<file path="config.mk">
export PLATFORM = sky130hd
export DESIGN_NAME = chs_mod
export DESIGN_NICKNAME = d
export VERILOG_FILES = /design/src/chs_pkg.sv /design/src/chs_mod.sv
export SDC_FILE = /design/constraint.sdc
export NUM_CORES = 1
export LEC_CHECK = 0
export ABC_AREA = 1
export ABC_CLOCK_PERIOD_IN_PS = 3800
export BUFFER_PORTS_ARGS = -buffer_cell sky130_fd_sc_hd__buf_4
export CAP_MARGIN = 20
export CORE_ASPECT_RATIO = 1.2
export CORE_MARGIN = 5
export CORE_UTILIZATION = 45
export DETAILED_ROUTE_END_ITERATION = 8
export PLACE_DENSITY = 0.67
export SLEW_MARGIN = 20
export SYNTH_ARGS = -nofsm -noshare
export SYNTH_HDL_FRONTEND = slang
export SYNTH_SLANG_ARGS = --single-unit
</file>
<file path="constraint.sdc">
create_clock -name clk -period 3.8 [get_ports clk]
set_clock_uncertainty 0.05 [all_clocks]
set_input_delay 0.57 -clock clk [delete_from_list [all_inputs] [get_ports clk]]
set_output_delay 0.57 -clock clk [all_outputs]
set_load 0.005 [all_outputs]
</file>
<file path="src/chs_pkg.sv">
// Shared types and constants for the chained hash set.
`default_nettype none
package chs_pkg;
  localparam int unsigned KeyW  = 31;
  localparam int unsigned FuncW = 2;
  localparam int unsigned CfgW  = 7;

  localparam logic [FuncW-1:0] FuncInsert = 2'd0;
  localparam logic [FuncW-1:0] FuncRemove = 2'd1;
endpackage
`default_nettype wire

</file>
<file path="src/chs_mod.sv">
// Iterative restoring remainder: key mod divisor, one quotient bit per cycle.
`default_nettype none
module chs_mod #(
  parameter int unsigned DivW = 7
) (
  input  wire logic                    clk,
  input  wire logic                    rst,
  input  wire logic                    start,
  input  wire logic [chs_pkg::KeyW-1:0] dividend,
  input  wire logic [DivW-1:0]          divisor,
  output logic                          done,
  output logic [DivW-1:0]               remainder
);
  localparam int unsigned CntW = $clog2(chs_pkg::KeyW + 1);

  logic                     busy;
  logic [CntW-1:0]          cnt;
  logic [chs_pkg::KeyW-1:0] shreg;
  logic [DivW-1:0]          dvs;
  logic [DivW:0]            rem;
  logic [DivW:0]            trial;

  assign trial     = {rem[DivW-1:0], shreg[chs_pkg::KeyW-1]};
  assign remainder = rem[DivW-1:0];

  always_ff @(posedge clk) begin
    if (rst) begin
      busy <= 1'b0;
      done <= 1'b0;
      cnt  <= '0;
    end else begin
      done <= 1'b0;
      if (start) begin
        busy  <= 1'b1;
        cnt   <= CntW'(chs_pkg::KeyW);
        shreg <= dividend;
        dvs   <= divisor;
        rem   <= '0;
      end else if (busy) begin
        shreg <= {shreg[chs_pkg::KeyW-2:0], 1'b0};
        if (trial >= {1'b0, dvs}) rem <= trial - {1'b0, dvs};
        else rem <= trial;
        cnt <= cnt - 1'b1;
        if (cnt == CntW'(1)) begin
          busy <= 1'b0;
          done <= 1'b1;
        end
      end
    end
  end
endmodule
`default_nettype wire

</file>
# After elaboration in Yosys (flattened, before gate mapping)
# Index checks and enable logic that the tools add are counted.
# op_classes
addsub	2
mul	0
div	0
n_lt_le_gt_ge	1
n_eq_ne	1
shift	0
mux	10
n_bitwise	2
reduce_logical	4
# ops
op	count
two-way mux 31 bit	2
two-way mux 7 bit	2
two-way mux 5 bit	2
>= comparator 8 x 7 -> 1 bit	1
subtractor 7 bit	1
equality test 5 x 1 -> 1 bit, second input constant	1
subtractor 5 x 1 -> 5 bit, second input constant	1
two-way mux 1 bit	4
AND reduction 2 bit	2
OR reduction 3 bit	1
NOT 1 bit	2
nonzero test 2 bit	1
# word_totals
register_bits	52
latchBits	0
mem_bits_rw	0
rom_bits	0
in_bits	41
output_inout_bits	8
n_memories	0

# Logic depth before layout (Yosys ltp)
# logic_depth
depth_word	4
mapped_depth	13

# Worst setup path after synthesis
# No wires, ideal clock.
# synth_timing
path_kind	input to register
from	in start
to	reg rem[0], enable pin
setup_time_ns	0.447
t_arrival_ns	2.691
required_ns	3.303
slack_ns	0.612
cell_stages	3
path_cell_list	buf_2 > inv_2 > a21oi_1
# synth_between
elab_chain_cells	2
# synth_lines
element	line	text
start, declared	chs_mod.sv:8	input wire logic start,
nonzero test 2 bit (no line)	-	
AND reduction 2 bit (no line)	-	
end signal, assigned	chs_mod.sv:41	if (trial >= {1'b0, dvs}) rem <= trial - {1'b0, dvs};
end signal, assigned	chs_mod.sv:42	else rem <= trial;
end, declared	chs_mod.sv:20	logic [DivW:0] rem;
# No other way between the ends.
# A chain may end at the register's enable or synchronous reset.

# Final worst setup path
# layout_timing
from	in start
to	reg shreg[3] in the netlist's numbering, enable pin
# layout_between
elab_chain_cells	2
# layout_lines
element	line	text
nonzero test 2 bit (no line)	-	
AND reduction 2 bit (no line)	-	
end signal, assigned	chs_mod.sv:36	shreg <= dividend;
end signal, assigned	chs_mod.sv:40	shreg <= {shreg[chs_pkg::KeyW-2:0], 1'b0};
end, declared	chs_mod.sv:18	logic [chs_pkg::KeyW-1:0] shreg;
# No other way between the ends.

==> results.py <==
metrics = {
    "sta": {
        "slew_viol_final": 0,
        "max_slew_margin": 0.469,
        "setup_slack_ns": 1.63,
        "fmax_mhz": 460,
        "rsz0062_at_grt": "false",
        "post-route-min-period_ns": 2.17,
        "tightestPinTransition_ns": 0.794,
        "finalCritPeriodShare": 0.572,
        "fin_tns_setup_ns": 0,
        "setup_viol": 0,
        "finalHoldViolations": 0,
    },
    "placed_design": {
        "io_buffers": 48,
        "numPlacedInstances": 393,
        "place_ws_ns": 1.30,
        "dp_hpwl_um": 3450,
        "gp_congestion": 0.839,
    },
    "clock_network": {
        "clk_latency_ns": 0.29,
        "cts_resized": 0,
        "hold_buffers": 0,
        "clock_sinks": 52,
        "clk_path_buf_depth": 2,
        "htreeDepth": 2,
        "cts_setup_buffers": 0,
        "cts_buffers": 5,
        "cts_tree": "done",
        "clockRootBuffer": "clkbuf_8",
        "path_clk_slew_ns": 0.09,
    },
    "floorplan": {
        "fp-row-count": 30,
        "core_um2": 5630,
        "ios": 49,
        "die_w_um": 79.1,
        "die_area_um2": 7360,
        "die_h_um": 93.0,
        "start_util": 0.458,
    },
    "power_and_ir_drop": {
        "peakVddDrop_mv": 0.210,
        "power.leakage_nw": 1.49,
        "power_density_nw_per_um2": 397,
    },
    "setup_path": {
        "required_ns": 3.71,
        "worst_setup_path_end_kind": "register",
        "crit_type": "in2reg",
        "cp_max_fo": 42,
        "worstPathArrival_ns": 2.08,
        "start_kind": "primary input",
    },
    "detailed_routing": {
        "firstDrtPassIters": 4,
        "wire_per_inst_um": 11.7,
        "drc": 0,
        "dr.first_iter.drc_count": 99,
        "ant_nets": 0,
        "via_per_inst": 4.73,
        "num_vias": 1897,
        "wl_um": 4680,
    },
    "global_route": {
        "gr-max-usage-layer": "met2",
        "grt_pass1_vias": 1865,
        "gr-usage-met1": 0.167,
        "grt.overflow.total": 0,
        "grt_antenna_before_repair": 0,
        "grt_pass1_wl_um": 7870,
        "grt_start_max_net_pins": 43,
        "met2_usage": 0.227,
        "grt_util_all_layers": 0.134,
        "grt_util_met3": 0.0340,
    },
    "logic_synthesis": {
        "syn_nets": 339,
        "yosysUniqueCellTypes": 25,
        "avgSynthCellArea_um2": 8.96,
        "seq_area_frac_synth": 0.578,
        "syn_inst": 288,
        "yosysWarnings": 0,
        "synth-seq-cells": 52,
        "syn_area_um2": 2580,
    },
    "layout": {
        "utilization": 0.547,
        "layout.nets": 387,
        "drive_above_1_share": 0.187,
        "antennaDiodeCount": 0,
        "area_growth_syn_to_layout_pct": 19.4,
        "fin_cells": 401,
    },
    "flow_run": {
        "maxCapViolCount": 0,
    },
    "worst_hold_path": {
        "hp-class": "in2reg",
    },
    "status": {
        "status": "completed",
    },
}
[cell usage in the layout (no fill, tap or decap), drive strengths merged]
cell and n:
nand2 125, buf 49, edfxtp 45, inv 35
nor2 23, nand3 13, ha 9, dfxtp 7
clkbuf 7, a21oi 7, o21ai 6, nand4 2
xnor2 2, nor3 1, xor2 1, nor4 1
or2 1, a31oi 1, fa 1, clkinv 1
[flip-flops by register name (all words and copies together) (netlist names)]
name and flops:
shreg 31, cnt 5, rem 7, done 1
busy 1, dvs 7
[metal layers]
metal	vias to the layer above	part of all wire	wire length, um
li1	1012	-	-
met5	-	0	0
met2	43	0.47	2190
met1	836	0.46	2160
met3	6	0.059	274
met4	0	0.012	54
[area by class of cell]
class	instances	area, um^2
Tap cell	64	80.1
Clock buffer	7	76.3
Multi-Input combinational cell	193	931
Sequential cell	52	1490
Fill cell	548	2550
Inverter	35	131
Timing Repair Buffer	49	368
Clock inverter	1	3.75
[synthesized netlist by cell type (all sizes together)]
master / number / area [um^2]
o21ai: 6 / 30.0
fa: 1 / 20.0
nand3: 13 / 65.1
nand2: 125 / 482
nor3: 1 / 16.3
nor2: 23 / 86.3
inv: 35 / 131
buf: 2 / 16.3
clkbuf: 6 / 22.5
dfxtp: 7 / 140
nand4: 2 / 12.5
a21oi: 7 / 50.1
nor4: 1 / 6.26
a31oi: 1 / 6.26
or2: 1 / 6.26
xor2: 1 / 8.76
edfxtp: 45 / 1350
ha: 9 / 113
xnor2: 2 / 17.5
[worst max-delay path: stages]
cell,delay (ns)
buf_4,0.30
inv_2,0.36
a21oi_4,0.40
buf_4,0.42
[report_power, final]
group          switching [mW]  total [mW]  internal [mW]
sequential             0.0185       0.691          0.673
combinational           0.136       0.236          0.101
clock                   0.167       0.296          0.129
[kinds of logic (layout without fill, tap and decap cells)]
group / count (synthesis) / in the layout / synth area share
adder cells (fa/ha/maj): 10 / 10 / 0.0514
XOR/XNOR: 3 / 3 / 0.0102
AO/OA/AOI/OAI: 14 / 14 / 0.0334
AND/OR/NAND/NOR: 166 / 166 / 0.261
flip-flops: 52 / 52 / 0.578
buffers and inverters: 43 / 92 / 0.0659
[path summary, 6_finish.rpt]
path | slack, ns | end | cells past startpoint | start
worst min-delay path | 0.39 | dvs[0] | 1 | divisor[0]
worst max register to register | 1.73 | rem[5] | 11 | shreg[30]
worst min register to register | 0.44 | cnt[4] | 2 | cnt[4]
worst max-delay path | 1.63 | shreg[3] | 4 | start
[through the flow]
stage,hold slack [ns],instance area (um^2),total power [mW]
floorplan,0.398,2580,0.861
global placement,0.419,3000,0.937
detailed placement,0.428,3000,0.942
CTS,0.384,3080,1.24
global route,0.377,3080,1.30
finish,0.394,3080,1.22
Note: power is estimated with default switching activity, not from simulation.
